$ cat config.mk
export PLATFORM = sky130hd
export DESIGN_NAME = incremental_pid_pedal_split
export DESIGN_NICKNAME = d
export VERILOG_FILES = /design/src/sv/ipps_pkg.sv /design/src/sv/incremental_pid_pedal_split.sv /design/src/sv/ipps_dp.sv /design/src/sv/ipps_ctrl.sv
export SDC_FILE = /design/constraint.sdc
export NUM_CORES = 2
export LEC_CHECK = 0
export ABC_AREA = 1
export BUFFER_PORTS_ARGS = -buffer_cell sky130_fd_sc_hd__buf_2
export CAP_MARGIN = 0
export CORE_MARGIN = 8
export CORE_UTILIZATION = 51
export CTS_BUF_LIST = sky130_fd_sc_hd__clkbuf_16
export DETAILED_ROUTE_END_ITERATION = 10
export PLACE_DENSITY = 0.79
export SYNTH_ARGS = -nofsm -noshare
export SYNTH_HDL_FRONTEND = slang
export SYNTH_SLANG_ARGS = --single-unit
$ cat constraint.sdc
create_clock -name clk -period 16.4 [get_ports clk]
set_input_delay 1.64 -clock clk [delete_from_list [all_inputs] [get_ports clk]]
set_output_delay 1.64 -clock clk [all_outputs]
set_load 0.02 [all_outputs]
$ cat src/sv/ipps_pkg.sv
// Shared types and constants for the incremental PID pedal split block.
package ipps_pkg;

  localparam int CFG_W   = 16;
  localparam int IDX_W   = 3;
  localparam int VEL_W   = 16;
  localparam int ERR_W   = 17;
  localparam int DP_W    = 18;
  localparam int DD_W    = 19;
  localparam int OPA_W   = 17;
  localparam int OPB_W   = 25;
  localparam int PROD_W  = OPA_W + OPB_W;
  localparam int INC_W   = 30;
  localparam int DRIVE_W = 24;
  localparam int SUM_W   = 31;
  localparam int PEDAL_W = 16;
  localparam int FRAC_W  = 8;

  localparam logic [IDX_W-1:0] REG_GAIN_PROP   = 3'd0;
  localparam logic [IDX_W-1:0] REG_GAIN_INTEG  = 3'd1;
  localparam logic [IDX_W-1:0] REG_GAIN_DERIV  = 3'd2;
  localparam logic [IDX_W-1:0] REG_RATIO_ACCEL = 3'd3;
  localparam logic [IDX_W-1:0] REG_RATIO_BRAKE = 3'd4;

  localparam logic signed [SUM_W-1:0] DRIVE_MAX = SUM_W'(8388607);
  localparam logic signed [SUM_W-1:0] DRIVE_MIN = -SUM_W'(8388608);
  localparam logic [PEDAL_W-1:0] PEDAL_MAX = '1;

  typedef enum logic [2:0] {
    S_IDLE,
    S_MUL_P,
    S_MUL_I,
    S_MUL_D,
    S_SUM,
    S_DRIVE,
    S_PEDAL,
    S_OUT
  } state_t;

  typedef enum logic [1:0] {
    MSEL_PROP,
    MSEL_INTEG,
    MSEL_DERIV,
    MSEL_PEDAL
  } mul_sel_t;

  typedef struct packed {
    logic     load;
    logic     mul_en;
    mul_sel_t mul_sel;
    logic     inc_add;
    logic     drive_upd;
    logic     out_load;
  } ctrl_cmd_t;

endpackage

$ cat src/sv/incremental_pid_pedal_split.sv
// Top level: incremental PID speed controller with accelerator/brake split.
// Usage:
//   Input channel (in_valid/in_ready) carries one beat per control step:
//   target and measured velocity plus the accumulate flag.
//   Output channel (out_valid/out_ready) returns one beat per input beat:
//   accelerator, brake and the drive accumulator after that step.
//   Config port (cfg_we/cfg_index/cfg_data) writes the three gains and two
//   pedal ratios in one cycle each; write only while the block is idle.
// Sequence:
//   One item at a time runs through these steps before the next is taken:
//   the accept, three gain passes through the shared multiplier, the add
//   of the last product, the drive update, the pedal ratio pass and the
//   output register load.
//   The output register is separate, so a new item is taken while a result
//   still waits. If the receiver stalls, the next result holds in the last
//   step until the output register frees, and input stays blocked.
// Reset: gains, ratios, error history and drive clear to zero; no result
//   is pending.
module incremental_pid_pedal_split (
  input  logic                                clk,
  input  logic                                rst,
  input  logic                                cfg_we,
  input  logic [ipps_pkg::IDX_W-1:0]          cfg_index,
  input  logic [ipps_pkg::CFG_W-1:0]          cfg_data,
  input  logic                                in_valid,
  output logic                                in_ready,
  input  logic signed [ipps_pkg::VEL_W-1:0]   target_velocity,
  input  logic signed [ipps_pkg::VEL_W-1:0]   measured_velocity,
  input  logic                                accumulate_enable,
  output logic                                out_valid,
  input  logic                                out_ready,
  output logic [ipps_pkg::PEDAL_W-1:0]        accel_pedal,
  output logic [ipps_pkg::PEDAL_W-1:0]        brake_level,
  output logic signed [ipps_pkg::DRIVE_W-1:0] drive_value
);
  import ipps_pkg::*;

  ctrl_cmd_t cmd;

  ipps_ctrl u_ctrl (
    .clk       (clk),
    .rst       (rst),
    .in_valid  (in_valid),
    .in_ready  (in_ready),
    .out_valid (out_valid),
    .out_ready (out_ready),
    .cmd       (cmd)
  );

  ipps_dp u_dp (
    .clk               (clk),
    .rst               (rst),
    .cfg_we            (cfg_we),
    .cfg_index         (cfg_index),
    .cfg_data          (cfg_data),
    .target_velocity   (target_velocity),
    .measured_velocity (measured_velocity),
    .accumulate_enable (accumulate_enable),
    .cmd               (cmd),
    .accel_pedal       (accel_pedal),
    .brake_level       (brake_level),
    .drive_value       (drive_value)
  );

endmodule

$ cat src/sv/ipps_dp.sv
// Datapath: config registers, error history, shared multiplier, drive and pedals.
module ipps_dp (
  input  logic                               clk,
  input  logic                               rst,
  input  logic                               cfg_we,
  input  logic [ipps_pkg::IDX_W-1:0]         cfg_index,
  input  logic [ipps_pkg::CFG_W-1:0]         cfg_data,
  input  logic signed [ipps_pkg::VEL_W-1:0]  target_velocity,
  input  logic signed [ipps_pkg::VEL_W-1:0]  measured_velocity,
  input  logic                               accumulate_enable,
  input  ipps_pkg::ctrl_cmd_t                cmd,
  output logic [ipps_pkg::PEDAL_W-1:0]       accel_pedal,
  output logic [ipps_pkg::PEDAL_W-1:0]       brake_level,
  output logic signed [ipps_pkg::DRIVE_W-1:0] drive_value
);
  import ipps_pkg::*;

  logic [CFG_W-1:0] gain_prop, gain_integ, gain_deriv, ratio_accel, ratio_brake;
  logic signed [ERR_W-1:0]   err, error_last, error_before_last;
  logic                      acc_en;
  logic signed [DRIVE_W-1:0] drive_accum;
  logic signed [INC_W-1:0]   inc;
  logic signed [PROD_W-1:0]  prod;

  logic signed [DP_W-1:0]    dp_diff;
  logic signed [DD_W-1:0]    dd_diff;
  logic signed [OPA_W-1:0]   opa;
  logic signed [OPB_W-1:0]   opb;
  logic signed [OPB_W-1:0]   drive_ext;
  logic signed [PROD_W-1:0]  prod_sh;
  logic signed [SUM_W-1:0]   drive_sum;
  logic signed [DRIVE_W-1:0] drive_sat;
  logic [PEDAL_W-1:0]        pedal_sat;

  always_ff @(posedge clk) begin
    if (rst) begin
      gain_prop   <= '0;
      gain_integ  <= '0;
      gain_deriv  <= '0;
      ratio_accel <= '0;
      ratio_brake <= '0;
    end else if (cfg_we) begin
      case (cfg_index)
        REG_GAIN_PROP:   gain_prop   <= cfg_data;
        REG_GAIN_INTEG:  gain_integ  <= cfg_data;
        REG_GAIN_DERIV:  gain_deriv  <= cfg_data;
        REG_RATIO_ACCEL: ratio_accel <= cfg_data;
        REG_RATIO_BRAKE: ratio_brake <= cfg_data;
        default: ;
      endcase
    end
  end

  assign dp_diff = DP_W'(err) - DP_W'(error_last);
  assign dd_diff = DD_W'(err) - (DD_W'(error_last) <<< 1) + DD_W'(error_before_last);
  assign drive_ext = OPB_W'(drive_accum);

  always_comb begin
    case (cmd.mul_sel)
      MSEL_PROP: begin
        opa = $signed({1'b0, gain_prop});
        opb = OPB_W'(dp_diff);
      end
      MSEL_INTEG: begin
        opa = $signed({1'b0, gain_integ});
        opb = OPB_W'(err);
      end
      MSEL_DERIV: begin
        opa = $signed({1'b0, gain_deriv});
        opb = OPB_W'(dd_diff);
      end
      MSEL_PEDAL: begin
        opa = drive_accum[DRIVE_W-1] ? $signed({1'b0, ratio_brake})
                                     : $signed({1'b0, ratio_accel});
        opb = drive_accum[DRIVE_W-1] ? -drive_ext : drive_ext;
      end
      default: begin
        opa = '0;
        opb = '0;
      end
    endcase
  end

  assign prod_sh   = prod >>> FRAC_W;
  assign drive_sum = SUM_W'(drive_accum) + SUM_W'(inc);

  always_comb begin
    if (drive_sum > DRIVE_MAX) begin
      drive_sat = DRIVE_W'(DRIVE_MAX);
    end else if (drive_sum < DRIVE_MIN) begin
      drive_sat = DRIVE_W'(DRIVE_MIN);
    end else begin
      drive_sat = DRIVE_W'(drive_sum);
    end
  end

  // product is non-negative here
  assign pedal_sat = (prod[PROD_W-1:PEDAL_W+FRAC_W] != '0) ? PEDAL_MAX
                                                           : prod[PEDAL_W+FRAC_W-1:FRAC_W];

  always_ff @(posedge clk) begin
    if (rst) begin
      error_last        <= '0;
      error_before_last <= '0;
      drive_accum       <= '0;
    end else if (cmd.drive_upd) begin
      error_last        <= err;
      error_before_last <= error_last;
      if (acc_en) begin
        drive_accum <= drive_sat;
      end
    end
  end

  always_ff @(posedge clk) begin
    if (cmd.load) begin
      err    <= ERR_W'(target_velocity) - ERR_W'(measured_velocity);
      acc_en <= accumulate_enable;
      inc    <= '0;
    end else if (cmd.inc_add) begin
      inc <= inc + INC_W'(prod_sh);
    end
    if (cmd.mul_en) begin
      prod <= opa * opb;
    end
    if (cmd.out_load) begin
      drive_value <= drive_accum;
      if (drive_accum[DRIVE_W-1]) begin
        accel_pedal <= '0;
        brake_level <= pedal_sat;
      end else begin
        accel_pedal <= pedal_sat;
        brake_level <= '0;
      end
    end
  end

endmodule

$ cat src/sv/ipps_ctrl.sv
// Controller: sequences one item through the shared multiplier and owns the handshakes.
module ipps_ctrl (
  input  logic                clk,
  input  logic                rst,
  input  logic                in_valid,
  output logic                in_ready,
  output logic                out_valid,
  input  logic                out_ready,
  output ipps_pkg::ctrl_cmd_t cmd
);
  import ipps_pkg::*;

  state_t state, state_next;
  logic   out_free;

  assign out_free = !out_valid || out_ready;

  always_ff @(posedge clk) begin
    if (rst) begin
      state     <= S_IDLE;
      out_valid <= 1'b0;
    end else begin
      state <= state_next;
      if (cmd.out_load) begin
        out_valid <= 1'b1;
      end else if (out_ready) begin
        out_valid <= 1'b0;
      end
    end
  end

  always_comb begin
    state_next    = state;
    in_ready      = 1'b0;
    cmd.load      = 1'b0;
    cmd.mul_en    = 1'b0;
    cmd.mul_sel   = MSEL_PROP;
    cmd.inc_add   = 1'b0;
    cmd.drive_upd = 1'b0;
    cmd.out_load  = 1'b0;
    case (state)
      S_IDLE: begin
        in_ready = 1'b1;
        if (in_valid) begin
          cmd.load   = 1'b1;
          state_next = S_MUL_P;
        end
      end
      S_MUL_P: begin
        cmd.mul_en  = 1'b1;
        cmd.mul_sel = MSEL_PROP;
        state_next  = S_MUL_I;
      end
      S_MUL_I: begin
        cmd.mul_en  = 1'b1;
        cmd.mul_sel = MSEL_INTEG;
        cmd.inc_add = 1'b1;
        state_next  = S_MUL_D;
      end
      S_MUL_D: begin
        cmd.mul_en  = 1'b1;
        cmd.mul_sel = MSEL_DERIV;
        cmd.inc_add = 1'b1;
        state_next  = S_SUM;
      end
      S_SUM: begin
        cmd.inc_add = 1'b1;
        state_next  = S_DRIVE;
      end
      S_DRIVE: begin
        cmd.drive_upd = 1'b1;
        state_next    = S_PEDAL;
      end
      S_PEDAL: begin
        cmd.mul_en  = 1'b1;
        cmd.mul_sel = MSEL_PEDAL;
        state_next  = S_OUT;
      end
      S_OUT: begin
        cmd.mul_sel = MSEL_PEDAL;
        if (out_free) begin
          cmd.out_load = 1'b1;
          state_next   = S_IDLE;
        end
      end
      default: state_next = S_IDLE;
    endcase
  end

endmodule
* Yosys cells after proc, flatten, opt, wreduce, memory -nomap -nowiden
Index checks and enable logic that the tools add are counted.
Word-level totals: bits in registers 288, input bits 57, output and inout port bits 58, word-level logic and storage cells 81
Operators by class: add/sub/neg operators 7, multiply operators 1, magnitude comparators 2, equal/unequal tests 16, mux-type cells 21, reductions and logical operators 17
Operators with widths (number):
- 25-bit one-hot mux with 4 select lines | 1
- 17-bit one-hot mux with 4 select lines | 1
- 24-bit two-way mux | 2
- 17-bit by 25-bit multiplier with 42-bit output | 1
- 16-bit two-way mux | 2
- 24-bit by 30-bit adder with 31-bit output | 1
- 31-bit by 24-bit greater-than comparator with 1-bit output, second input constant | 1
- 31-bit by 24-bit less-than comparator with 1-bit output, second input constant | 1
- 30-bit adder | 1
- 25-bit two-way mux | 1
- 24-bit negator with 25-bit output | 1
- 3-bit one-hot mux with 8 select lines | 1
- 19-bit by 17-bit adder with 19-bit output | 1
- 17-bit by 18-bit subtractor with 19-bit output | 1
- 18-bit nonzero test | 1
- 17-bit by 17-bit subtractor with 18-bit output | 1
- 16-bit by 16-bit subtractor with 17-bit output | 1
- 3-bit equality test, second input constant | 5
- 2-bit AND reduction | 7
- 3-bit by 2-bit equality test with 1-bit output, second input constant | 4
- 1-bit two-way mux | 10
- 3-bit by 1-bit equality test with 1-bit output, second input constant | 2
- 3-bit zero test | 2
- 3-bit two-way mux | 2
- 12 further kinds | 13

* Logic depth before layout (Yosys ltp)
word-level depth 6, gate-level depth with buffers 43, gate-level depth less buffers 42

* Hierarchy
A second synthesis with hierarchy kept.
Unflattened totals: cells, all modules 4230, area total of the unflattened synthesis 32349.8 um^2
Modules (own cells, without submodules):
- ipps_dp | times used 1, cells an instance 4192, area each 32080.8 um^2
- ipps_ctrl | times used 1, cells an instance 38, area each 269.0 um^2

* Worst setup path after synthesis
OpenSTA, ideal clock, no wires.
path type register to register, start reg u_dp.err[9], end reg u_dp.prod[41], data pin, data arrival time 7.557 ns, data required time 16.138 ns, setup slack 8.581 ns, stages on the path, launching flop included 37, cells stage by stage edfxtp_1 -> inv_1 -> fa_1 -> inv_1 -> ha_1 -> a21oi_1 -> inv_1 -> a21oi_1 -> nor2_1 -> nor2_1 -> o21ai_2 -> nand2_1 -> nand2_1 -> a21oi_1 -> o21ai_1 -> nand2_2 -> nand2_4 -> buf_6 -> buf_6 -> nor2_1 -> fa_1 -> fa_1 -> fa_1 -> fa_1 -> fa_1 -> inv_1 -> fa_1 -> inv_1 -> ha_1 -> nand2_1 -> nor2_1 -> inv_1 -> nor3_1 -> nand3_1 -> nand3_1 -> a21oi_1 -> xor2_1
On the way: word-level cells in the longest chain between the ends 4
RTL lines:
- from (decl) | RTL line ipps_dp.sv:19 | logic signed [ERR_W-1:0] err, error_last, error_before_last;
- from (signal assigned) | RTL line ipps_dp.sv:117 | err <= ERR_W'(target_velocity) - ERR_W'(measured_velocity);
- 17-bit by 18-bit subtractor with 19-bit output | RTL line ipps_dp.sv:55 | assign dd_diff = DD_W'(err) - (DD_W'(error_last) <<< 1) + DD_W'(error_before_last);
- 19-bit by 17-bit adder with 19-bit output | RTL line ipps_dp.sv:55
- 25-bit one-hot mux with 4 select lines (*) | RTL line ipps_dp.sv:59 | case (cmd.mul_sel)
- 17-bit by 25-bit multiplier with 42-bit output (*) | RTL line ipps_dp.sv:124 | prod <= opa * opb;
- to (signal assigned) | RTL line ipps_dp.sv:124
- to (decl) | RTL line ipps_dp.sv:23 | logic signed [PROD_W-1:0] prod;
Every way passes the cells marked *; elsewhere a longest branch is shown, timed or not. A chain may end at the register's enable or synchronous reset.

* Final worst setup path
start reg u_ctrl.state[0], end reg u_dp.prod[39], data pin
On the way: word-level cells in the longest chain between the ends 6
RTL lines:
- from (decl) | RTL line ipps_ctrl.sv:13 | state_t state, state_next;
- from (signal assigned) | RTL line ipps_ctrl.sv:23 | state <= state_next;
- 3-bit equality test | RTL line ipps_ctrl.sv:41 | case (state)
- 2-bit OR reduction (no source line)
- 2-bit one-hot mux with 3 select lines (*) | RTL line ipps_ctrl.sv:41
- 2-bit equality test, or another cell as far along | RTL line ipps_dp.sv:59
- 17-bit one-hot mux with 4 select lines / 25-bit one-hot mux with 4 select lines (equally long branches) | RTL line ipps_dp.sv:59
- 17-bit by 25-bit multiplier with 42-bit output (*) | RTL line ipps_dp.sv:124
Every way passes the cells marked *; elsewhere a longest branch is shown, timed or not. The select of a mux whose other input is x is not followed.

==> run metrics <==
layout cells sized above 1 6.86%; IO buf count approximately 110; Post-Synth Simple-Gate Area 18.7%; Ports roughly 120; crit path from u_ctrl.state[0]; max frequency about 0.11 GHz; die area 0.0720 mm²; Detail Route Antenna Nets 0; placed cells 5041; number of global-route vias before repair approximately 27000; total grt overflow 0; Adder-Cell Fraction of Synth Area 33.6%; unrepaired setup endpoints after global routing no; setup bufs post-CTS 0; chip height 268 µm; Layout fillers 5828; CTS tree done; Root Buffer clkbuf_16; Avg Inst Size Synth 7.76 µm²; core area 0.0630 mm²; Final Hold Fails 0; Longest Clk Path Bufs 3; Period minus WS final 8.96 ns; Starting Density between 50% and 60%; first-pass GRT wire length 143000 µm; Critical Path AT between 9 and 10 ns; Total Wirelength just under 90000 µm; Seq cells post-synth 280; # rows 92; via/cell ratio 5.39; initial antenna violation count 0; number of gates given a new drive strength after cts 0; hold buffers post-CTS 0; nets 4914; final worst-path cycle share 54.7%; Yosys top cell area share 25.3%; via count 27500; min-delay worst type register to register; max cap viols 0; slew margin rel. 23.6%; main combinational cell family by area after synthesis adder cells; critical path peak fanout 32; CP Class register to register; Mapped Cells 4180; Synth area leader fa_1; clk_lat worst skew 0.55 ns; H-tree Lvls 2; Worst path slowest cell fa_1; WP data required 16.70 ns; outcome finished clean; Setup TNS 0 ns; GPL Wtd Cong 1.01; multiplexer share of the synthesized area 0%; synth top area cells fa_1 (25%), dfxtp_1 (11%), inv_1 (10%); synth warn 0; worst slew pin tran 1.14 ns; Synth cell types 61; Worst Setup Start Kind register; GRT Overall Usage 24.7%; sequential area share after synthesis between 20% and 30%; Crit. End Element register; antenna cells 0; start of the worst register-to-register path u_ctrl.state[0]; die width 268 µm; CTS Sinks 280; clk slew on worst S/H paths 0.06 ns; Finished Layout Cells 5103; skew final 0.0292 ns; Lkg Pwr between 15 and 20 nW; slowest cell delay on critical path 0.56 ns; critical path's top delay family adder cells; Final setup viols 0; WL/cell 17.3 µm; Initial DRC Count ~2500; Top cell by count, worst path inv_1; CTS buffer count 34; P&R area growth vs syn 7.27%; Max VDD drop a little over 0.00009 V; drt first pass iters 6; Cell Pwr Density approximately 150 mW/mm²; mapped cell area 0.0325 mm²; min-delay src u_dp.ratio_accel[15]; post-synthesis compound-gate area fraction 11.9%; largest net degree at the start of global routing 117; detailed placement HPWL 70700 µm; synthesized net count 4863; Max Transition Viols Final 0; DRC violations left 0; WHS 0.442 ns; xor and xnor fraction of the mapped netlist area 3.00%; WP buf/inv 10
[cells in the final DEF, fill, tap and decap left out, types with 5 or more instances in the layout]
| cell type | synthesis | final |
|---|---|---|
| nor3_1 | 23 | 23 |
| nand4_1 | 13 | 13 |
| nor2_1 | 475 | 473 |
| clkbuf_16 | 0 | 35 |
| inv_2 | 25 | 26 |
| buf_4 | 9 | 21 |
| nor2_2 | 16 | 17 |
| xor2_1 | 76 | 76 |
| dfxtp_1 | 172 | 171 |
| a221oi_1 | 14 | 14 |
| o21bai_1 | 33 | 33 |
| and3_1 | 5 | 5 |
| clkinv_1 | 0 | 5 |
| a31oi_1 | 11 | 11 |
| o21ai_0 | 246 | 245 |
| o2111ai_1 | 6 | 6 |
| buf_2 | 47 | 114 |
| nand3_1 | 146 | 146 |
| nor2_4 | 7 | 8 |
| a211oi_1 | 5 | 5 |
| o21a_1 | 8 | 8 |
| nor4_1 | 8 | 8 |
| o31ai_1 | 8 | 8 |
| inv_1 | 871 | 875 |
| nor3_2 | 5 | 5 |
| a21o_1 | 11 | 11 |
| edfxtp_1 | 108 | 108 |
| nand2_1 | 719 | 719 |
| a21oi_1 | 297 | 297 |
| nand2_2 | 14 | 14 |
| ha_1 | 216 | 216 |
| o21ai_1 | 14 | 14 |
| o211ai_1 | 11 | 11 |
| xnor2_1 | 35 | 35 |
| fa_1 | 410 | 410 |
| nand2_4 | 8 | 8 |
[cell usage after synthesis (all sizes together)]
master     n
buf       64
o2111ai    7
o21bai    33
nor4       8
clkbuf    56
a41oi      3
inv      899
a211oi     5
o21ba      1
or4        1
o311ai     1
edfxtp   108
o221ai     2
and3       5
a21oi    299
ha       216
o22ai      1
a221oi    17
xnor2     35
and2       1
o21ai    264
o31ai      8
nand3    150
nor2     498
dfxtp    172
xor2      76
o21a       8
nor3      28
a21boi     4
nand3b     5
a31o       1
fa       410
nor3b      1
nand2    741
a31oi     11
a21o      11
nand4     14
or2        3
o41ai      1
o211ai    12
[through the flow]
stage               utilization [%]  total power, mW  worst slack [ns]  cell area [µm²]
global placement               53.5             4.39              7.64            33700
finish                         55.3             5.27              7.44            34800
floorplan                         -             3.55              8.58            32500
detailed placement             53.5             4.46              7.54            33700
global route                   55.3             5.75              6.92            34800
CTS                            55.3             5.24              7.51            34800
[tightest hold or removal path, cell delays in order, from the launching register on]
cell	delay (ns)
dfxtp_1	0.30
inv_1	0.04
a21oi_1	0.05
[cell families after synthesis]
kind of cell | count (synthesis)
and+or+nand+nor | 1455
AOI/OAI and AO/OA | 689
xor gates and xnor gates | 111
DFF | 280
adders and majority gates | 626
buffers and inverters | 1019
[final timing paths]
kind         slack, ns                    to  cells after the start
min reg2reg       0.44  u_dp.ratio_accel[15]                      2
min               0.44  u_dp.ratio_accel[15]                      2
max reg2reg       7.44         u_dp.prod[39]                     35
max               7.44         u_dp.prod[39]                     35
[area by class of cell]
type / instances / area (µm²) / area share [%]
Clock buffer: 35 / 876 / 2.52
Clock inverter: 27 / 272 / 0.780
Inverter: 899 / 3380 / 9.71
Multi-Input combinational cell: 2881 / 21800 / 62.6
Sequential cell: 280 / 6690 / 19.2
Tap cell: 846 / 1060 / 3.04
Timing Repair Buffer: 135 / 728 / 2.09
[per-layer routing]
layer / part of all wire [%] / GRT usage (%) / vias to the layer above
met5: 0 / 0 / -
met4: 3.9 / 9.33 / 0
met2: 45 / 40.5 / 1165
met3: 8.7 / 4.24 / 207
met1: 42 / 32.5 / 13000
li1: - / - / 13100
[state kept, by name (all words and copies together), names as in the netlist]
signal and flops:
u_dp.error_before_last 17, u_dp.gain_prop 16, u_dp.ratio_accel 16, u_dp.inc 30, u_dp.prod 34, u_dp.drive_value 24, u_dp.accel_pedal 16, u_ctrl.state 3
u_dp.error_last 17, u_dp.ratio_brake 16, u_dp.gain_integ 16, u_dp.brake_level 16, u_dp.gain_deriv 16, u_dp.err 17, u_dp.drive_accum 24, u_ctrl.out_valid 1
u_dp.acc_en 1
[power breakdown]
group	total, mW	internal (mW)	switching (mW)
combinational	3.46	1.15	2.31
sequential	1.04	0.909	0.130
clock	0.773	0.458	0.315
total	5.27	2.52	2.76
Power figures use the tool's default switching activity.
